## src/sv/scbp_pkg.sv

```systemverilog
// Shared types, constants and reset-value functions for the size class buffer pool.
package scbp_pkg;

  localparam int NUM_CLASSES  = 3;
  localparam int SMALL_COUNT  = 16;
  localparam int MEDIUM_COUNT = 16;
  localparam int BIG_COUNT    = 16;

  localparam int MAX_CLASSES  = 3;
  localparam int CLS_W        = 2;
  localparam int ID_W         = 6;
  localparam int ID_SLOTS     = 64;
  localparam int SIZE_W       = 16;
  localparam int DATA_W       = 32;
  localparam int ADDR_W       = 4;
  localparam int QUEUE_DEPTH  = 2;
  localparam int QPTR_W       = 1;
  localparam int QCNT_W       = 2;

  localparam int ACTIVE_CLASSES = (NUM_CLASSES > MAX_CLASSES) ? MAX_CLASSES : NUM_CLASSES;

  localparam logic [ID_W-1:0] END_MARK = ID_W'(ID_SLOTS - 1);

  localparam logic [SIZE_W-1:0] SMALL_CAP_RST  = SIZE_W'(32);
  localparam logic [SIZE_W-1:0] MEDIUM_CAP_RST = SIZE_W'(64);
  localparam logic [SIZE_W-1:0] BIG_CAP_RST    = SIZE_W'(128);

  localparam logic ACT_REQUEST = 1'b0;
  localparam logic ACT_RELEASE = 1'b1;

  localparam logic [CLS_W-1:0] REG_SMALL_CAP  = CLS_W'(0);
  localparam logic [CLS_W-1:0] REG_MEDIUM_CAP = CLS_W'(1);
  localparam logic [CLS_W-1:0] REG_BIG_CAP    = CLS_W'(2);

  typedef enum logic [1:0] {
    STS_GRANTED  = 2'd0,
    STS_RELEASED = 2'd1,
    STS_NO_FIT   = 2'd2,
    STS_EMPTY    = 2'd3
  } status_t;

  typedef enum logic {
    BK_IDLE = 1'b0,
    BK_EXEC = 1'b1
  } bk_state_t;

  typedef logic [MAX_CLASSES-1:0][SIZE_W-1:0] caps_t;

  typedef struct packed {
    logic              act;
    logic              ok;
    logic [CLS_W-1:0]  cls;
    logic [ID_W-1:0]   id;
    logic [SIZE_W-1:0] size;
  } op_t;

  function automatic int class_count(input int c);
    int n;
    n = 0;
    case (c)
      0:       n = SMALL_COUNT;
      1:       n = MEDIUM_COUNT;
      2:       n = BIG_COUNT;
      default: n = 0;
    endcase
    return n;
  endfunction

  function automatic int calc_id_limit();
    int total;
    total = 0;
    for (int c = 0; c < ACTIVE_CLASSES; c++) begin
      total += class_count(c);
    end
    return (total > ID_SLOTS - 1) ? ID_SLOTS - 1 : total;
  endfunction

  localparam int ID_LIMIT = calc_id_limit();

  function automatic logic [ID_W-1:0] class_first(input int c);
    int start;
    logic [ID_W-1:0] r;
    start = 0;
    r = END_MARK;
    for (int k = 0; k < MAX_CLASSES; k++) begin
      if (k == c && k < ACTIVE_CLASSES && start < ID_LIMIT) begin
        r = ID_W'(start);
      end
      start += class_count(k);
    end
    return r;
  endfunction

  function automatic logic [ID_W-1:0] link_reset(input logic [ID_W-1:0] id);
    int start;
    int nxt;
    logic [ID_W-1:0] r;
    start = 0;
    nxt = int'(id) + 1;
    r = END_MARK;
    for (int k = 0; k < ACTIVE_CLASSES; k++) begin
      if (int'(id) >= start && nxt < start + class_count(k) && nxt < ID_LIMIT) begin
        r = ID_W'(nxt);
      end
      start += class_count(k);
    end
    return r;
  endfunction

endpackage

```

## src/sv/size_class_buffer_pool.sv

```systemverilog
// Top level of the size class buffer pool: APB register file, front end, queue, back end.
//
//  channel  dir  handshake           payload
//  in_      in   in_valid/in_ready   in_action, in_req_size, in_buffer_id, in_buffer_size
//  out_     out  out_valid/out_ready out_status, out_granted_id, out_granted_size
//  cfg      in   psel/penable/pready paddr, pwrite, pwdata, prdata
//
// The back end handles each request in two states: IDLE reads the link and size stores at the
// class head, EXEC updates the head and stores and loads the result register.
// The two-entry queue lets the front accept while the back end works or the result waits.
// Reset is synchronous; free lists come up from store valid bits, no sweep.
// A stalled result holds the back end, which fills the queue and then drops in_ready.
module size_class_buffer_pool (
  input  logic                        clk,
  input  logic                        rst_n,
  input  logic                        in_valid,
  output logic                        in_ready,
  input  logic                        in_action,
  input  logic [scbp_pkg::SIZE_W-1:0] in_req_size,
  input  logic [scbp_pkg::ID_W-1:0]   in_buffer_id,
  input  logic [scbp_pkg::SIZE_W-1:0] in_buffer_size,
  output logic                        out_valid,
  input  logic                        out_ready,
  output logic [1:0]                  out_status,
  output logic [scbp_pkg::ID_W-1:0]   out_granted_id,
  output logic [scbp_pkg::SIZE_W-1:0] out_granted_size,
  input  logic                        psel,
  input  logic                        penable,
  input  logic                        pwrite,
  input  logic [scbp_pkg::ADDR_W-1:0] paddr,
  input  logic [scbp_pkg::DATA_W-1:0] pwdata,
  output logic [scbp_pkg::DATA_W-1:0] prdata,
  output logic                        pready
);

  scbp_pkg::caps_t            caps_r;
  logic [scbp_pkg::CLS_W-1:0] reg_idx;
  logic                       reg_wr;
  scbp_pkg::op_t              front_op;
  scbp_pkg::op_t              head_op;
  logic                       q_full;
  logic                       q_valid;
  logic                       q_pop;

  assign pready  = 1'b1;
  assign reg_idx = paddr[scbp_pkg::ADDR_W-1:2];
  assign reg_wr  = psel && penable && pwrite;

  always_ff @(posedge clk) begin
    if (!rst_n) begin
      caps_r[0] <= scbp_pkg::SMALL_CAP_RST;
      caps_r[1] <= scbp_pkg::MEDIUM_CAP_RST;
      caps_r[2] <= scbp_pkg::BIG_CAP_RST;
    end else if (reg_wr) begin
      case (reg_idx)
        scbp_pkg::REG_SMALL_CAP:  caps_r[0] <= pwdata[scbp_pkg::SIZE_W-1:0];
        scbp_pkg::REG_MEDIUM_CAP: caps_r[1] <= pwdata[scbp_pkg::SIZE_W-1:0];
        scbp_pkg::REG_BIG_CAP:    caps_r[2] <= pwdata[scbp_pkg::SIZE_W-1:0];
        default: ;
      endcase
    end
  end

  always_comb begin
    prdata = '0;
    case (reg_idx)
      scbp_pkg::REG_SMALL_CAP:  prdata = scbp_pkg::DATA_W'(caps_r[0]);
      scbp_pkg::REG_MEDIUM_CAP: prdata = scbp_pkg::DATA_W'(caps_r[1]);
      scbp_pkg::REG_BIG_CAP:    prdata = scbp_pkg::DATA_W'(caps_r[2]);
      default:                  prdata = '0;
    endcase
  end

  assign in_ready = !q_full;

  scbp_front u_front (
    .in_action      (in_action),
    .in_req_size    (in_req_size),
    .in_buffer_id   (in_buffer_id),
    .in_buffer_size (in_buffer_size),
    .caps           (caps_r),
    .op             (front_op)
  );

  scbp_queue u_queue (
    .clk       (clk),
    .rst_n     (rst_n),
    .push      (in_valid && in_ready),
    .push_op   (front_op),
    .full      (q_full),
    .pop       (q_pop),
    .not_empty (q_valid),
    .head_op   (head_op)
  );

  scbp_back u_back (
    .clk              (clk),
    .rst_n            (rst_n),
    .caps             (caps_r),
    .q_valid          (q_valid),
    .q_op             (head_op),
    .q_pop            (q_pop),
    .out_valid        (out_valid),
    .out_ready        (out_ready),
    .out_status       (out_status),
    .out_granted_id   (out_granted_id),
    .out_granted_size (out_granted_size)
  );

endmodule

```

## src/sv/scbp_front.sv

```systemverilog
// Front end: classifies an incoming request against the class capacities.
module scbp_front (
  input  logic                       in_action,
  input  logic [scbp_pkg::SIZE_W-1:0] in_req_size,
  input  logic [scbp_pkg::ID_W-1:0]  in_buffer_id,
  input  logic [scbp_pkg::SIZE_W-1:0] in_buffer_size,
  input  scbp_pkg::caps_t            caps,
  output scbp_pkg::op_t              op
);

  logic [scbp_pkg::SIZE_W-1:0] key;
  logic                        fit;
  logic [scbp_pkg::CLS_W-1:0]  cls;
  logic                        id_ok;

  always_comb begin
    key = (in_action == scbp_pkg::ACT_RELEASE) ? in_buffer_size : in_req_size;
    fit = 1'b0;
    cls = '0;
    for (int c = scbp_pkg::ACTIVE_CLASSES - 1; c >= 0; c--) begin
      if (caps[c] >= key) begin
        fit = 1'b1;
        cls = scbp_pkg::CLS_W'(c);
      end
    end
  end

  assign id_ok = (32'(in_buffer_id) < 32'(scbp_pkg::ID_LIMIT));

  always_comb begin
    op.act  = in_action;
    op.cls  = cls;
    op.size = in_buffer_size;
    if (in_action == scbp_pkg::ACT_RELEASE) begin
      op.ok = fit && id_ok;
      op.id = in_buffer_id;
    end else begin
      op.ok = fit;
      op.id = '0;
    end
  end

endmodule

```

## src/sv/scbp_queue.sv

```systemverilog
// Two-entry request queue between the front end and the back end.
module scbp_queue (
  input  logic          clk,
  input  logic          rst_n,
  input  logic          push,
  input  scbp_pkg::op_t push_op,
  output logic          full,
  input  logic          pop,
  output logic          not_empty,
  output scbp_pkg::op_t head_op
);

  scbp_pkg::op_t                 mem_r [scbp_pkg::QUEUE_DEPTH];
  logic [scbp_pkg::QPTR_W-1:0]   wr_ptr_r, wr_ptr_nxt;
  logic [scbp_pkg::QPTR_W-1:0]   rd_ptr_r, rd_ptr_nxt;
  logic [scbp_pkg::QCNT_W-1:0]   cnt_r, cnt_nxt;

  assign full      = (cnt_r == scbp_pkg::QCNT_W'(scbp_pkg::QUEUE_DEPTH));
  assign not_empty = (cnt_r != '0);
  assign head_op   = mem_r[rd_ptr_r];

  always_comb begin
    wr_ptr_nxt = push ? wr_ptr_r + 1'b1 : wr_ptr_r;
    rd_ptr_nxt = pop  ? rd_ptr_r + 1'b1 : rd_ptr_r;
    cnt_nxt    = cnt_r;
    if (push && !pop) begin
      cnt_nxt = cnt_r + 1'b1;
    end else if (pop && !push) begin
      cnt_nxt = cnt_r - 1'b1;
    end
  end

  always_ff @(posedge clk) begin
    if (!rst_n) begin
      wr_ptr_r <= '0;
      rd_ptr_r <= '0;
      cnt_r    <= '0;
    end else begin
      wr_ptr_r <= wr_ptr_nxt;
      rd_ptr_r <= rd_ptr_nxt;
      cnt_r    <= cnt_nxt;
    end
  end

  always_ff @(posedge clk) begin
    if (push) begin
      mem_r[wr_ptr_r] <= push_op;
    end
  end

endmodule

```

## src/sv/scbp_back.sv

```systemverilog
// Back end: free-list heads, link and size stores, pop/push execution and result register.
module scbp_back (
  input  logic                        clk,
  input  logic                        rst_n,
  input  scbp_pkg::caps_t             caps,
  input  logic                        q_valid,
  input  scbp_pkg::op_t               q_op,
  output logic                        q_pop,
  output logic                        out_valid,
  input  logic                        out_ready,
  output logic [1:0]                  out_status,
  output logic [scbp_pkg::ID_W-1:0]   out_granted_id,
  output logic [scbp_pkg::SIZE_W-1:0] out_granted_size
);

  scbp_pkg::bk_state_t st_r, st_nxt;

  logic [scbp_pkg::ID_W-1:0]   head_r [scbp_pkg::MAX_CLASSES];
  logic [scbp_pkg::ID_W-1:0]   link_mem [scbp_pkg::ID_SLOTS];
  logic [scbp_pkg::SIZE_W-1:0] size_mem [scbp_pkg::ID_SLOTS];
  logic [scbp_pkg::ID_SLOTS-1:0] link_vld_r;
  logic [scbp_pkg::ID_SLOTS-1:0] size_vld_r;

  scbp_pkg::op_t               op_r;
  logic [scbp_pkg::ID_W-1:0]   cur_head_r;
  logic [scbp_pkg::ID_W-1:0]   link_q_r;
  logic [scbp_pkg::SIZE_W-1:0] size_q_r;
  logic                        link_vld_q_r;
  logic                        size_vld_q_r;

  logic                        out_valid_r;
  scbp_pkg::status_t           out_status_r, out_status_nxt;
  logic [scbp_pkg::ID_W-1:0]   out_id_r, out_id_nxt;
  logic [scbp_pkg::SIZE_W-1:0] out_size_r, out_size_nxt;

  logic                        out_free;
  logic                        done;
  logic                        do_pop;
  logic                        do_push;
  logic [scbp_pkg::ID_W-1:0]   pop_next;
  logic [scbp_pkg::ID_W-1:0]   q_head;

  assign out_free = !out_valid_r || out_ready;
  assign q_head   = head_r[q_op.cls];

  always_comb begin
    st_nxt = st_r;
    case (st_r)
      scbp_pkg::BK_IDLE: if (q_valid) st_nxt = scbp_pkg::BK_EXEC;
      scbp_pkg::BK_EXEC: if (out_free) st_nxt = scbp_pkg::BK_IDLE;
      default:           st_nxt = scbp_pkg::BK_IDLE;
    endcase
  end

  always_comb begin
    q_pop = 1'b0;
    done  = 1'b0;
    case (st_r)
      scbp_pkg::BK_IDLE: q_pop = q_valid;
      scbp_pkg::BK_EXEC: done  = out_free;
      default: begin
        q_pop = 1'b0;
        done  = 1'b0;
      end
    endcase
  end

  always_comb begin
    do_pop         = 1'b0;
    do_push        = 1'b0;
    pop_next       = link_vld_q_r ? link_q_r : scbp_pkg::link_reset(cur_head_r);
    out_status_nxt = scbp_pkg::STS_NO_FIT;
    out_id_nxt     = op_r.id;
    out_size_nxt   = '0;
    if (!op_r.ok) begin
      out_status_nxt = scbp_pkg::STS_NO_FIT;
    end else if (op_r.act == scbp_pkg::ACT_RELEASE) begin
      out_status_nxt = scbp_pkg::STS_RELEASED;
      do_push        = done;
    end else if (cur_head_r == scbp_pkg::END_MARK) begin
      out_status_nxt = scbp_pkg::STS_EMPTY;
    end else begin
      out_status_nxt = scbp_pkg::STS_GRANTED;
      out_id_nxt     = cur_head_r;
      out_size_nxt   = size_vld_q_r ? size_q_r : caps[op_r.cls];
      do_pop         = done;
    end
  end

  always_ff @(posedge clk) begin
    if (!rst_n) begin
      st_r        <= scbp_pkg::BK_IDLE;
      out_valid_r <= 1'b0;
      link_vld_r  <= '0;
      size_vld_r  <= '0;
      for (int c = 0; c < scbp_pkg::MAX_CLASSES; c++) begin
        head_r[c] <= scbp_pkg::class_first(c);
      end
    end else begin
      st_r <= st_nxt;
      if (done) begin
        out_valid_r <= 1'b1;
      end else if (out_ready) begin
        out_valid_r <= 1'b0;
      end
      if (do_pop) begin
        head_r[op_r.cls]       <= pop_next;
        link_vld_r[cur_head_r] <= 1'b1;
      end
      if (do_push) begin
        head_r[op_r.cls]    <= op_r.id;
        link_vld_r[op_r.id] <= 1'b1;
        size_vld_r[op_r.id] <= 1'b1;
      end
    end
  end

  always_ff @(posedge clk) begin
    if (q_pop) begin
      op_r         <= q_op;
      cur_head_r   <= q_head;
      link_q_r     <= link_mem[q_head];
      size_q_r     <= size_mem[q_head];
      link_vld_q_r <= link_vld_r[q_head];
      size_vld_q_r <= size_vld_r[q_head];
    end
    if (do_pop) begin
      link_mem[cur_head_r] <= scbp_pkg::END_MARK;
    end
    if (do_push) begin
      link_mem[op_r.id] <= cur_head_r;
      size_mem[op_r.id] <= op_r.size;
    end
    if (done) begin
      out_status_r <= out_status_nxt;
      out_id_r     <= out_id_nxt;
      out_size_r   <= out_size_nxt;
    end
  end

  assign out_valid        = out_valid_r;
  assign out_status       = out_status_r;
  assign out_granted_id   = out_id_r;
  assign out_granted_size = out_size_r;

  a_grant_not_end: assert property (@(posedge clk) disable iff (!rst_n)
    (out_valid_r && out_status_r == scbp_pkg::STS_GRANTED) |-> out_id_r != scbp_pkg::END_MARK)
    else $error("granted id is the end mark");

  a_size_zero: assert property (@(posedge clk) disable iff (!rst_n)
    (out_valid_r && out_status_r != scbp_pkg::STS_GRANTED) |-> out_size_r == '0)
    else $error("nonzero size on a non-grant result");

  a_pop_idle: assert property (@(posedge clk) disable iff (!rst_n)
    q_pop |-> st_r == scbp_pkg::BK_IDLE)
    else $error("queue popped while executing");

  a_exec_done: assert property (@(posedge clk) disable iff (!rst_n)
    done |=> (st_r == scbp_pkg::BK_IDLE && out_valid_r))
    else $error("execute did not retire into the result register");

  a_single_update: assert property (@(posedge clk) disable iff (!rst_n)
    !(do_pop && do_push))
    else $error("pop and push in one cycle");

endmodule

```

## config.mk

```make
export PLATFORM = sky130hd
export DESIGN_NAME = size_class_buffer_pool
export DESIGN_NICKNAME = d
export VERILOG_FILES = /design/src/sv/scbp_pkg.sv /design/src/sv/size_class_buffer_pool.sv /design/src/sv/scbp_front.sv /design/src/sv/scbp_queue.sv /design/src/sv/scbp_back.sv
export SDC_FILE = /design/constraint.sdc
export NUM_CORES = 2
export LEC_CHECK = 0
export BUFFER_PORTS_ARGS = -buffer_cell sky130_fd_sc_hd__buf_2
export CORE_ASPECT_RATIO = 1.75
export CORE_MARGIN = 5
export CORE_UTILIZATION = 45
export CTS_CLUSTER_DIAMETER = 150
export CTS_CLUSTER_SIZE = 14
export DETAILED_ROUTE_END_ITERATION = 7
export HOLD_SLACK_MARGIN = 0.08
export PLACE_DENSITY = 0.59
export SLEW_MARGIN = 0
export SYNTH_ARGS = -nofsm -noshare
export SYNTH_HDL_FRONTEND = slang
export SYNTH_HIERARCHICAL = 1
export SYNTH_SLANG_ARGS = --single-unit
```

## constraint.sdc

```tcl
create_clock -name clk -period 13.2 [get_ports clk]
set_clock_uncertainty 0.15 [all_clocks]
set_input_delay 3.96 -clock clk [delete_from_list [all_inputs] [get_ports clk]]
set_output_delay 3.96 -clock clk [all_outputs]
set_load 0.03 [all_outputs]
```

==> results.md <==
* Outcome: finished, final reports clean
* Final setup viols at 0
* Sequential Power Share at 46.0%
* Final Max Slew Viols at 0
* Crit Path Class: in -> out
* Core area at 0.1592 sq mm
* Sequential-to-total area share from yosys stat at 70.54%
* Lkg Pwr at 27.17 nW
* Fin nets at 4896
* Post-route ant nets at 0
* CTS Buf Count at 150
* FF+latch count, synth at 1747
* Setup TNS at 0 ns
* Post-CTS Setup Inserts at 0
* Final instance area at 0.07881 sq mm
* Element type at the critical path start: input port
* Overall power at 15.02 mW
* Clock Power Share at 26.7%
* CTS H-Tree Depth at 4
* Worst-skew pair later-pin latency at 0.78 ns
* Gr ovfl total at 0
* Syn Area/Cell at 15.39 sq um
* Share of the synthesized area in the top cell type at 65.44%
* Worst IR Drop VDD at 120.0 uV
* Worst min path class: reg -> reg
* Routed WL per cell at 26.57 microns
* Crit path capture type: primary output
* Net switching power at 4.906 mW
* Post-synth ARST share at 0%
* Mapped Area at 0.07177 sq mm
* Gates resized, CTS repair at 0
* Layout cells sized above 1 at 12.14%
* Vias in the first global route at 39850
* DIE AREA at 0.1679 sq mm
* DRT Wirelength at 183400 microns
* Total track usage at 21.21%
* Largest net degree at the start of global routing at 97
* Row count at 194
* # port buffers at 105
* RD Place Congestion at 0.8763
* Yosys top cell by area: edfxtp_1
* # Max-Cap Violations at 0
* Netlist cell types at 69
* Reg2reg setup slack at 6.77 ns
* Int Pwr at 10.11 mW
* Final hold violation count at 0
* Commonest non-fill, non-tap cells in the layout: edfxtp_1, mux2i_1, nand2_1
* Drt first pass iters at 6
* # IOs at 141
* Via count at 39400
* Worst flop-to-flop path endpoint: u_back/size_q_r[6]
* Initial core utilization at 45.07%
* Die Y at 538.3 microns
* Ys Warns at 6
* Final Worst Setup Slack at 3.828 ns
* RSZ-0062 raised after global routing: no
* Combinational Power Share at 27.4%
* Fmax at 106.7 MHz
* Initial antenna violation count at 3
* Slew HR at 4.988%
* Pre-CTS WS at 3.821 ns
* Power density cells at 190.6 mW/mm^2
* Worst Tran Pin Value at 1.412 ns
* Commonest non-fill, non-tap cell in the layout: edfxtp_1
* DR vias/cell at 5.709
* Buffer depth of the longest clock path at 4
* Hold EP: u_back/size_vld_r[58]
* Clk sinks at 1747
* Worst EP required at 9.09 ns
* WP data arrival at 5.26 ns
* Die X-Extent at 311.9 microns
* Hold Path Depth at 1
* Min Tclk post-route at 9.372 ns
* First DRT Iteration DRCs at 2951
* Hold_sp: u_back/size_vld_r[58]
* Hold_buf cts at 0
* Tcrit/Tclk final at 71.00%
* Clock tree root driver cell: clkbuf_16
* Area Overhead vs Synth at 9.806%
* Post-synth EDFFs at 1564
* DP Area at 0.07465 sq mm
* CP max FO at 20
* DP HPWL at 114700 microns
* Drc violations at 0
* R2r worst-path depth at 10
* Top cells by area, synth: edfxtp_1, mux2i_1, dfxtp_1
* CTS tree: yes
* Top_reg_cell synth: edfxtp_1
* Reg clk slew, reported paths at 0.06 ns
* Switching part of the total power at 32.66%
* Syn Inst Count at 4664
* Global-route wire length before repair at 266200 microns
==> power by group through the flow <==
stage / clock (mW) / sequential (mW) / combinational, mW
4_1_cts: 4.11 / 6.90 / 4.14
2_1_floorplan: 0 / 7.18 / 2.39
6_report: 4.00 / 6.90 / 4.11
3_3_place_gp: 0 / 7.01 / 4.08
5_1_grt: 4.31 / 6.92 / 4.34
3_5_place_dp: 0 / 7.02 / 4.13
==> synth_stat cells (all sizes together), types with 31 or more instances <==
| cell type | instances |
|---|---|
| a21oi | 111 |
| buf | 183 |
| clkbuf | 126 |
| dfxtp | 183 |
| edfxtp | 1564 |
| ha | 51 |
| mux2 | 38 |
| mux2i | 915 |
| mux4 | 53 |
| nand2 | 472 |
| nand3 | 50 |
| nand4 | 31 |
| nor2 | 294 |
| nor2b | 44 |
| nor4 | 75 |
| o21a | 66 |
| o21ai | 45 |
| o22ai | 71 |
| o31a | 64 |
==> worst max-delay path, stage by stage <==
cell and delay, ns:
buf_2 0.50, nor2b_1 0.10, buf_4 0.23, nand2_1 0.08, o21ai_0 0.13, buf_2 0.23
==> metal layers <==
layer  wire, microns  part of all wire [%]  track usage [%]  vias to the layer above
met5               0                     0                0                        -
met4            9334                   5.1            9.649                        0
met3            7830                   4.3            2.300                      333
met2           97670                    53            39.44                     1107
met1           68520                    37            24.56                    20090
li1                -                     -                -                    17880
==> through the flow <==
step,util (%),instances,hold slack (ns)
2_1_floorplan,-,4679,0.2830
3_3_place_gp,46.88,6669,0.2917
3_5_place_dp,46.88,6669,0.2960
4_1_cts,49.49,6900,0.3111
5_1_grt,49.49,6901,0.3242
6_report,49.49,6902,0.3124
==> logic make-up after synthesis <==
| logic type | count (synthesis) | share of synthesized area, % |
|---|---|---|
| other | 2 | 0.01046 |
| buffers and inverters | 333 | 2.486 |
| AND/OR/NAND/NOR | 1037 | 6.320 |
| flip-flops | 1747 | 70.54 |
| multiplexers | 1006 | 15.02 |
| AO/OA/AOI/OAI | 483 | 4.672 |
| adder cells (fa/ha/maj) | 51 | 0.8891 |
| XOR/XNOR | 5 | 0.06103 |
==> flip-flops by register name (all words and copies together), names as in the netlist, 16 cells and up, named ones only <==
register,cells
u_back/link_vld_r,64
u_back/link_mem,384
u_queue/mem_r,52
caps_r,48
u_back/size_mem,1024
u_back/out_granted_size,16
u_back/size_q_r,16
u_back/op_r,26
u_back/size_vld_r,64
u_back/head_r,24
==> final cells by class <==
type	instances	area, sq um
sequential	1747	50630
inverter	24	100.1
antenna	2	5.005
multi-input combinational	2599	19780
timing repair buffer	241	1565
tap	2058	2575
clock inverter	4	46.29
clock buffer	227	4106
fill	13450	80420
==> worst max path at each step <==
stage / from / to / slack [ns] / depth (start not counted)
4_1_cts: paddr[2] / prdata[7] / 3.82 / 6
6_report: paddr[2] / prdata[7] / 3.83 / 6
2_1_floorplan: paddr[2] / prdata[6] / 4.01 / 4
3_3_place_gp: paddr[3] / prdata[7] / 3.81 / 6
3_5_place_dp: paddr[2] / prdata[7] / 3.82 / 6
5_1_grt: paddr[3] / prdata[5] / 3.74 / 6
Power figures use the tool's default switching activity.
